File: config.mk
export PLATFORM = sky130hd
export DESIGN_NAME = cmd3_vote
export DESIGN_NICKNAME = d
export VERILOG_FILES = /design/src/rtl/cmd3_pkg.sv /design/src/rtl/cmd3_vote.sv
export SDC_FILE = /design/constraint.sdc
export NUM_CORES = 1
export LEC_CHECK = 0
export BUFFER_PORTS_ARGS = -buffer_cell sky130_fd_sc_hd__buf_4
export CAP_MARGIN = 20
export CELL_PAD_IN_SITES_DETAIL_PLACEMENT = 1
export CELL_PAD_IN_SITES_GLOBAL_PLACEMENT = 2
export CORE_MARGIN = 5
export CORE_UTILIZATION = 25
export DETAILED_ROUTE_END_ITERATION = 6
export PLACE_DENSITY = 0.61
export SYNTH_ARGS = -nofsm -noshare
export SYNTH_HDL_FRONTEND = slang
export SYNTH_SLANG_ARGS = --single-unit
export TNS_END_PERCENT = 10
File: constraint.sdc
create_clock -name clk_i -period 26.8 [get_ports clk_i]
set_clock_uncertainty 0.2 [all_clocks]
set_input_delay 2.68 -clock clk_i [delete_from_list [all_inputs] [get_ports clk_i]]
set_output_delay 2.68 -clock clk_i [all_outputs]
set_load 0.01 [all_outputs]
File: src/rtl/cmd3_pkg.sv
`default_nettype none

package cmd3_pkg;

  // Frame limits and the widths that follow from them
  localparam int MAX_WIDTH  = 1024;
  localparam int MAX_HEIGHT = 4096;
  localparam int MIN_DIM    = 3;

  localparam int COL_W   = $clog2(MAX_WIDTH);
  localparam int GEO_W_W = $clog2(MAX_WIDTH + 1);
  localparam int GEO_H_W = $clog2(MAX_HEIGHT + 1);
  localparam int ROW_W   = $clog2(MAX_HEIGHT + 2);

  // Configuration registers
  localparam int CFG_WIDTH_W  = 11;
  localparam int CFG_HEIGHT_W = 13;
  localparam int CFG_DATA_W   = 13;
  localparam int CFG_IDX_W    = 1;

  localparam logic [CFG_WIDTH_W-1:0]  FRAME_WIDTH_RST  = 11'd640;
  localparam logic [CFG_HEIGHT_W-1:0] FRAME_HEIGHT_RST = 13'd480;

  typedef enum logic [CFG_IDX_W-1:0] {
    REG_FRAME_WIDTH  = 1'b0,
    REG_FRAME_HEIGHT = 1'b1
  } cfg_reg_e;

  // Pixel and window
  localparam int PIX_W   = 24;
  localparam int NBR     = 8;
  localparam int CNT_W   = 4;
  localparam int QCOL_W  = 15;
  localparam int CENTRE  = 4;

  typedef logic [PIX_W-1:0] pixel_t;
  typedef logic [8:0][PIX_W-1:0] pix_win_t;
  typedef logic [QCOL_W-1:0] qcol_t;

  typedef struct packed {
    logic       flush;
    logic [7:0] chan0;
    logic [7:0] chan1;
    logic [7:0] chan2;
  } in_item_t;

  typedef struct packed {
    logic [7:0] out_chan0;
    logic [7:0] out_chan1;
    logic [7:0] out_chan2;
    logic       grew;
    logic       frame_end;
  } out_item_t;

  // Per-transaction control carried with the window
  typedef struct packed {
    logic emit;
    logic interior;
    logic last;
  } win_ctl_t;

  // Top 5 bits of each channel: chan0 high, chan2 low
  function automatic qcol_t quantize(pixel_t px);
    quantize = {px[7:3], px[15:11], px[23:19]};
  endfunction

  // Expand a quantized colour back to a pixel
  function automatic pixel_t expand(qcol_t q);
    expand = {q[4:0], 3'b000, q[9:5], 3'b000, q[14:10], 3'b000};
  endfunction

endpackage

`default_nettype wire

File: src/rtl/cmd3_vote.sv
`default_nettype none

module cmd3_vote
  import cmd3_pkg::*;
(
  input  wire logic     clk_i,
  input  wire logic     rst_ni,
  input  wire logic     win_valid_i,
  output logic          win_ready_o,
  input  wire win_ctl_t win_ctl_i,
  input  wire pix_win_t win_i,
  output logic          out_valid_o,
  input  wire logic     out_ready_i,
  output out_item_t     out_data_o
);

  // Stage A: quantized neighbours and pairwise matches
  logic                      a_valid_q, a_free, a_adv;
  logic                      a_emit_q, a_last_q, a_grow_q;
  pixel_t                    a_centre_q;
  qcol_t [NBR-1:0]           a_q_q, nbr_q;
  logic [NBR-1:0][NBR-1:0]   a_eq_q, eq_d;
  logic                      grow_d, filled_d;

  // Stage B: per-colour counts at first appearance
  logic                      b_valid_q, b_free, b_adv;
  logic                      b_emit_q, b_last_q, b_grow_q;
  pixel_t                    b_centre_q;
  qcol_t [NBR-1:0]           b_q_q;
  logic [NBR-1:0]            b_cand_q, cand_d;
  logic [NBR-1:0][CNT_W-1:0] b_cnt_q, cnt_d;

  // Output register
  logic                      out_valid_q, out_free;
  out_item_t                 out_q, out_d;
  logic [CNT_W-1:0]          best_cnt;
  qcol_t                     best_col;
  pixel_t                    res;

  assign out_free    = !out_valid_q || out_ready_i;
  assign b_adv       = b_valid_q && (!b_emit_q || out_free);
  assign b_free      = !b_valid_q || b_adv;
  assign a_adv       = a_valid_q && b_free;
  assign a_free      = !a_valid_q || a_adv;
  assign win_ready_o = a_free;

  // Candidate test, quantize, compare every neighbour pair
  always_comb begin
    filled_d = 1'b0;
    for (int i = 0; i < 9; i++) begin
      if (win_i[i][23:16] != 8'd0) filled_d = 1'b1;
    end
    grow_d = win_ctl_i.interior && (win_i[CENTRE][23:16] == 8'd0) && filled_d;
    for (int k = 0; k < NBR; k++) begin
      nbr_q[k] = quantize(win_i[(k < CENTRE) ? k : k + 1]);
    end
    eq_d = '0;
    for (int i = 0; i < NBR; i++) begin
      for (int j = 0; j < NBR; j++) begin
        if (j > i) eq_d[i][j] = (nbr_q[i] == nbr_q[j]);
      end
    end
  end

  always_ff @(posedge clk_i or negedge rst_ni) begin
    if (!rst_ni) begin
      a_valid_q <= 1'b0;
    end else if (a_free) begin
      a_valid_q <= win_valid_i;
    end
  end

  always_ff @(posedge clk_i) begin
    if (a_free && win_valid_i) begin
      a_emit_q   <= win_ctl_i.emit;
      a_last_q   <= win_ctl_i.last;
      a_grow_q   <= grow_d;
      a_centre_q <= win_i[CENTRE];
      a_q_q      <= nbr_q;
      a_eq_q     <= eq_d;
    end
  end

  // Count each non-black colour at its first appearance
  always_comb begin
    for (int i = 0; i < NBR; i++) begin
      cand_d[i] = (a_q_q[i] != '0);
      cnt_d[i]  = CNT_W'(1);
      for (int j = 0; j < NBR; j++) begin
        if (j < i && a_eq_q[j][i]) cand_d[i] = 1'b0;
        if (j > i) cnt_d[i] = cnt_d[i] + CNT_W'(a_eq_q[i][j]);
      end
    end
  end

  always_ff @(posedge clk_i or negedge rst_ni) begin
    if (!rst_ni) begin
      b_valid_q <= 1'b0;
    end else if (b_free) begin
      b_valid_q <= a_valid_q;
    end
  end

  always_ff @(posedge clk_i) begin
    if (b_free && a_valid_q) begin
      b_emit_q   <= a_emit_q;
      b_last_q   <= a_last_q;
      b_grow_q   <= a_grow_q;
      b_centre_q <= a_centre_q;
      b_q_q      <= a_q_q;
      b_cand_q   <= cand_d;
      b_cnt_q    <= cnt_d;
    end
  end

  // Pick the most frequent colour; later first appearance wins a tie
  always_comb begin
    best_cnt = '0;
    best_col = '0;
    for (int k = 0; k < NBR; k++) begin
      if (b_cand_q[k] && (b_cnt_q[k] >= best_cnt)) begin
        best_cnt = b_cnt_q[k];
        best_col = b_q_q[k];
      end
    end
    res = (b_grow_q && (best_cnt != '0)) ? expand(best_col) : b_centre_q;
    out_d.out_chan0 = res[7:0];
    out_d.out_chan1 = res[15:8];
    out_d.out_chan2 = res[23:16];
    out_d.grew      = b_grow_q;
    out_d.frame_end = b_last_q;
  end

  // Hold the result until the receiver takes it
  always_ff @(posedge clk_i or negedge rst_ni) begin
    if (!rst_ni) begin
      out_valid_q <= 1'b0;
    end else if (out_free) begin
      out_valid_q <= b_valid_q && b_emit_q;
    end
  end

  always_ff @(posedge clk_i) begin
    if (out_free && b_valid_q && b_emit_q) begin
      out_q <= out_d;
    end
  end

  assign out_valid_o = out_valid_q;
  assign out_data_o  = out_q;

endmodule

`default_nettype wire

**Word-level counts from Yosys, hierarchy flattened**

Cells that the tools add are included.

- $add $sub $neg: 28
- Order comparisons: 8
- Equality and inequality tests: 28
- Mux-type cells: 26
- Reduce and logical (&&, ||, !) cells: 50

Operators by type and width:

| cell | count |
|---|---|
| equality test 15 bit | 28 |
| two-way mux 15 bit | 8 |
| nonzero test 15 bit | 8 |
| nonzero test 8 bit | 9 |
| adder 4 x 1 -> 4 bit | 10 |
| two-way mux 4 bit | 8 |
| greater-or-equal comparator 4 bit | 6 |
| two-way mux 24 bit | 1 |
| adder 3 x 1 -> 4 bit | 5 |
| adder 2 x 1 -> 3 bit | 6 |
| logical AND 1 bit | 17 |
| adder 1 x 1 -> 2 bit, first input constant | 7 |
| two-way mux 1 bit | 9 |
| zero test 8 bit | 1 |
| OR reduction 7 bit | 1 |
| OR reduction 6 bit | 1 |
| OR reduction 5 bit | 1 |
| greater-or-equal comparator 1 x 4 -> 1 bit, first input constant | 1 |
| greater-or-equal comparator 4 x 1 -> 1 bit, second input constant | 1 |
| zero test 1 bit | 4 |
| logical OR 1 bit | 4 |
| nonzero test 4 bit | 1 |
| OR reduction 4 bit | 1 |
| OR reduction 3 bit | 1 |
| OR reduction 2 bit | 1 |

- Register bits: 387
- Input port bits: 223
- Output and inout bits: 28

**Longest topological paths before layout**

- Depth in word-level cells: 27
- Mapped depth: 49

**Least setup slack after synthesis**

OpenSTA, ideal clock, no wires.

- Path kind: register to register
- Start: register b_cand_q[0]
- End: register out_q, in the netlist out_data_o[16], data pin
- Library setup time: 260 ps
- Data arrival time: 8,303 ps
- Required time: 26,340 ps
- Slack: 18,037 ps
- Cell stages (with the launch flop): 48
- Path through: edfxtp_1 buf_4 and2_1 ha_1 nor2b_1 o21ai_1 nand2_1 o21ai_1 ha_1 nand2b_1 a21oi_1 o2111ai_1 nand3_2 mux2_2 ha_1 nand2b_1 and2_1 o21ai_0 (+12 left out) nand2b_1 and2_1 o2111a_1 a21oi_1 nand2_1 nand2b_1 nand2_1 o21ai_0 ha_1 nand2b_1 a21oi_1 nor2b_1 a41o_1 or3b_1 buf_2 buf_2 o22ai_1 o31ai_1

- Cells in the longest elaborated chain, start to end: 26
- Elaborated cells on any way between the ends: 34
- Classes of those cells: order compare (7); mux (17); reduce/logical (10)

Ends and longest elaborated chain:

| element | RTL line | RTL |
|---|---|---|
| from (decl) | cmd3_vote.sv:30 | `logic [NBR-1:0] b_cand_q, cand_d;` |
| from (signal assigned) | cmd3_vote.sv:111 | `b_cand_q <= cand_d;` |
| logical AND 1 bit (*) | cmd3_vote.sv:121 | `if (b_cand_q[k] && (b_cnt_q[k] >= best_cnt)) begin` |
| two-way mux 4 bit | cmd3_vote.sv:121 |  |
| greater-or-equal comparator 4 bit | cmd3_vote.sv:121 |  |
| logical AND 1 bit | cmd3_vote.sv:121 |  |
| two-way mux 4 bit | cmd3_vote.sv:121 |  |
| greater-or-equal comparator 4 bit | cmd3_vote.sv:121 |  |
| logical AND 1 bit | cmd3_vote.sv:121 |  |
| two-way mux 4 bit | cmd3_vote.sv:121 |  |
| (+11 left out) | n/a |  |
| two-way mux 4 bit | cmd3_vote.sv:121 |  |
| greater-or-equal comparator 1 x 4 -> 1 bit | cmd3_vote.sv:121 |  |
| logical AND 1 bit | cmd3_vote.sv:121 |  |
| two-way mux 4 bit | cmd3_vote.sv:121 |  |
| nonzero test 4 bit | cmd3_vote.sv:126 | `res = (b_grow_q && (best_cnt != '0)) ? expand(best_col) : b_centre_q;` |
| logical AND 1 bit | cmd3_vote.sv:126 |  |
| two-way mux 24 bit (*) | cmd3_vote.sv:126 |  |
| net res[14] | cmd3_vote.sv:38 | `pixel_t res;` |
| to (signal assigned) | cmd3_vote.sv:145 | `out_q <= out_d;` |
| to (decl) | cmd3_vote.sv:35 | `out_item_t out_q, out_d;` |

The timed path passes the listed nets; every way through them passes the cells marked *.
A chain may end at the register's enable or synchronous reset.

**Final worst setup path**

- Start: register b_cand_q[0]
- End: register out_q, in the netlist out_data_o[23], data pin

The elaborated chain is that of the path after synthesis.

==> summary.txt <==
Outcome
  – Outcome: finished clean

Drt
  – Detailed Route WL: 75800 um
  – DRC Markers: 0
  – Drt initial violations: roughly 1200
  – Pre-antenna DRT Iters: 5
  – Drt via density: between 4 and 5
  – Routed Antenna Nets: 0
  – WL per Instance: 27.9 um
  – Via Count: 13061

Synth
  – Post-synth cell types: 57
  – Syn_nets: 1797
  – Mapped cell area: 19400 sq um
  – Syn avg cell area: 12.6 sq um
  – FF+latch count, synth: 379
  – Synth Area in Simple Gates: 0.102
  – EDFF count, synth: 376
  – Main combinational cell family by area after synthesis: XOR/XNOR gates
  – Share of synthesized flip-flops with an asynchronous set or reset: 0.00792
  – Multiplexer share of the synthesized area: 0.00167
  – Xor and xnor area share after synthesis: 0.190
  – Synth Area in Adders: 0.0254
  – Post-synthesis compound-gate area fraction: 0.0567
  – Synth area leaders: edfxtp_1 (58%), xnor2_1 (19%), nand4_1 (3.1%), nor4_1 (2.4%), clkbuf_1 (1.9%)
  – Yosys top cell area share: 0.581
  – Cell count after synthesis: between 1500 and 2000
  – Dominant cell type by area after synthesis: edfxtp_1
  – Dominant synthesized flop cell: edfxtp_1
  – Post-synthesis sequential area ratio: 0.585
  – Synth warnings: 0

Worst hold path
  – Hold Path Depth: 0
  – Hold/Removal Path Class: flip-flop to flip-flop

Clocking
  – CTS tree: built
  – Depth of the CTS H-tree: 2
  – Post-cts resize count: 0
  – CTS Sinks: 379
  – Clock Path Buffers: 3
  – Clk root buf: clkbuf_16
  – Reg clk slew, reported paths: 0.07 ns
  – Total CTS buffers: 40
  – Clock Latency Late Sink: 0.56 ns
  – Hold buffers post-CTS: 0
  – Post-CTS Setup Bufs: 0

Timing
  – Crit path time final: 12.21 ns
  – Max-slew headroom: 0.273
  – Final Slew Violations: 0
  – Final hold violations: 0
  – Final Setup Violations: 0
  – Final worst path period share: 0.456
  – Setup slack after layout: 14.59 ns
  – Fmax achieved: 81.9 MHz
  – Total Neg Setup Slack: 0 ns
  – RSZ-0062 raised after global routing: false
  – Worst-Margin Slew: 1.08 ns

Flow run
  – Max Cap Violations: 0

Floorplanning
  – Total die area: around 83000 sq um
  – # IOs: roughly 250
  – Starting Density: 0.252
  – Core region area: 77200 sq um
  – FP Rows: 102
  – Die Height: between 200 and 300 um
  – Die width: 289 um

Pwr
  – Pwr Density: 69.5 nW/um^2
  – Switching portion of total power: 0.287
  – Clock network fraction of total power: 0.343
  – Int Pwr: roughly 1.1 mW
  – Peak supply drop: approximately 0.036 mV
  – Sw Pwr: 460 uW
  – Share of power burned in registers: 0.450
  – Pleak: 7.54 nW
  – Logic pwr share: 0.207

Cells and area
  – ANT cells: 0
  – Layout cells sized above 1: 0.173
  – Nets: between 1500 and 2000
  – Syn-to-layout area delta: 18.7%
  – Layout Utilization: 0.299

Worst setup path
  – Setup CP Type: flip-flop to flip-flop
  – Worst R2R Path Depth: 46
  – CP required: 26.90 ns
  – Slowest CP cell: edfxtp_1
  – Crit-path most repeated cell: nand2_1
  – Crit start category: flip-flop
  – CP max stage delay: 0.92 ns
  – Crit path capture type: flip-flop
  – Crit path max fanout: 32
  – Arr. time, crit path: 12.31 ns

Global route
  – First-pass GRT wire length: 104000 um
  – Grt total ovfl: 0
  – Initial antenna violation count: 1
  – Largest net degree at the start of global routing: 83
  – Tot GR Track Use: 0.177
  – Vias in the first global route: 13517

Placed design
  – Port bufs: 202
  – Place WS: 14.51 ns
  – DP HPWL: roughly 55000 um
  – Gpl congestion: about 0.86
-- cell usage after synthesis (all sizes together), types with 9 or more instances --
master / number
xnor2: 421
edfxtp: 376
clkbuf: 99
nand4: 96
nor4: 74
nand2: 64
inv: 53
nand3: 47
buf: 45
a21oi: 26
nor2: 26
ha: 25
o31ai: 18
a311oi: 17
and2: 17
o22a: 16
o22ai: 16
o211a: 15
nor3: 13
o21ai: 13
fa: 9
nand2b: 9
-- logic make-up after synthesis --
group / Yosys count
XOR/XNOR: 421
flip-flops: 379
AND/OR/NAND/NOR: 361
buffers and inverters: 197
AO/OA/AOI/OAI: 145
adder cells (fa/ha/maj): 34
multiplexers: 3
-- per-stage QoR --
| stage | std cells | area, sq um | power (mW) | hold slack [ns] |
|---|---|---|---|---|
| CTS | 2721 | 23100 | 1.62 | 0.221 |
| detailed placement | 2648 | 21800 | 1.07 | 0.206 |
| global placement | 2648 | 21800 | 1.06 | 0.203 |
| global route | 2721 | 23100 | 1.67 | 0.223 |
| floorplan | 1540 | 19400 | 0.937 | 0.200 |
| finish | 2721 | 23100 | 1.60 | 0.220 |
-- cells in the final DEF (no fill, tap or decap), types with 4 or more instances in the layout --
| cell type | count |
|---|---|
| xnor2_1 | 421 |
| nor4_1 | 74 |
| nand3_1 | 46 |
| nor3_1 | 13 |
| clkinv_2 | 8 |
| clkbuf_1 | 7 |
| inv_1 | 52 |
| o211a_1 | 15 |
| nand2_1 | 62 |
| nor2_1 | 25 |
| nand2b_1 | 9 |
| nor2b_1 | 4 |
| buf_4 | 212 |
| o31ai_1 | 18 |
| o21ai_0 | 9 |
| nand4_1 | 96 |
| o22ai_1 | 16 |
| ha_1 | 25 |
| clkinvlp_4 | 4 |
| o21ai_1 | 4 |
| clkinv_1 | 5 |
| o22a_1 | 16 |
| a21oi_1 | 26 |
| edfxtp_1 | 376 |
| fa_1 | 9 |
| a311oi_1 | 17 |
| clkbuf_16 | 40 |
| bufinv_16 | 4 |
| and2_1 | 15 |
-- critical path, delay by kind of cell (launching register included) --
family | cells | cell delay (ns)
AO/OA/AOI/OAI | 16 | 3.26
flip-flops | 1 | 0.92
multiplexers | 2 | 0.86
adder cells (fa/ha/maj) | 6 | 1.78
AND/OR/NAND/NOR | 20 | 4.47
buffers and inverters | 2 | 0.43
-- worst paths after layout --
check,from,endpoint,slack [ns]
max in group asynchronous,rst_ni,b_valid_q,24.60
worst max register to register,b_cand_q[0],out_data_o[23],14.59
worst min register to register,a_centre_q[6],b_centre_q[6],0.22
worst min-delay path,a_centre_q[6],b_centre_q[6],0.22
worst max-delay path,b_cand_q[0],out_data_o[23],14.59
min in group asynchronous,rst_ni,a_valid_q,1.71
-- per-layer routing --
layer  vias to the layer above  wire length (um)  track usage
met1                      6713             32100        0.228
met3                       127              3910       0.0266
li1                       5788                 -            -
met5                         -                 0            0
met4                         0              2720       0.0617
met2                       433             37100        0.302
-- sequential cells by signal (all words and copies together), names as in the netlist --
| name | flops |
|---|---|
| a_centre_q | 24 |
| a_emit_q | 1 |
| a_eq_q | 28 |
| a_grow_q | 1 |
| a_last_q | 1 |
| a_q_q | 120 |
| a_valid_q | 1 |
| b_cand_q | 8 |
| b_centre_q | 24 |
| b_cnt_q | 20 |
| b_emit_q | 1 |
| b_grow_q | 1 |
| b_last_q | 1 |
| b_q_q | 120 |
| b_valid_q | 1 |
| out_data_o | 26 |
| out_valid_o | 1 |
-- power groups by stage --
stage	registers [mW]	logic (mW)	clock network (mW)
after CTS	0.720	0.337	0.560
after floorplan	0.731	0.206	0
after global placement	0.731	0.329	0
after detailed placement	0.733	0.335	0
after global routing	0.724	0.357	0.587
final	0.720	0.332	0.550
-- area by class of cell --
type | count | area, sq um
Fill cell | 8354 | 54200
Sequential cell | 379 | 11400
Multi-Input combinational cell | 964 | 7300
Timing Repair Buffer | 212 | 1590
Tap cell | 1040 | 1300
Clock buffer | 47 | 1030
Clock inverter | 26 | 270
Inverter | 53 | 199
(Power assumes the default switching activity.)
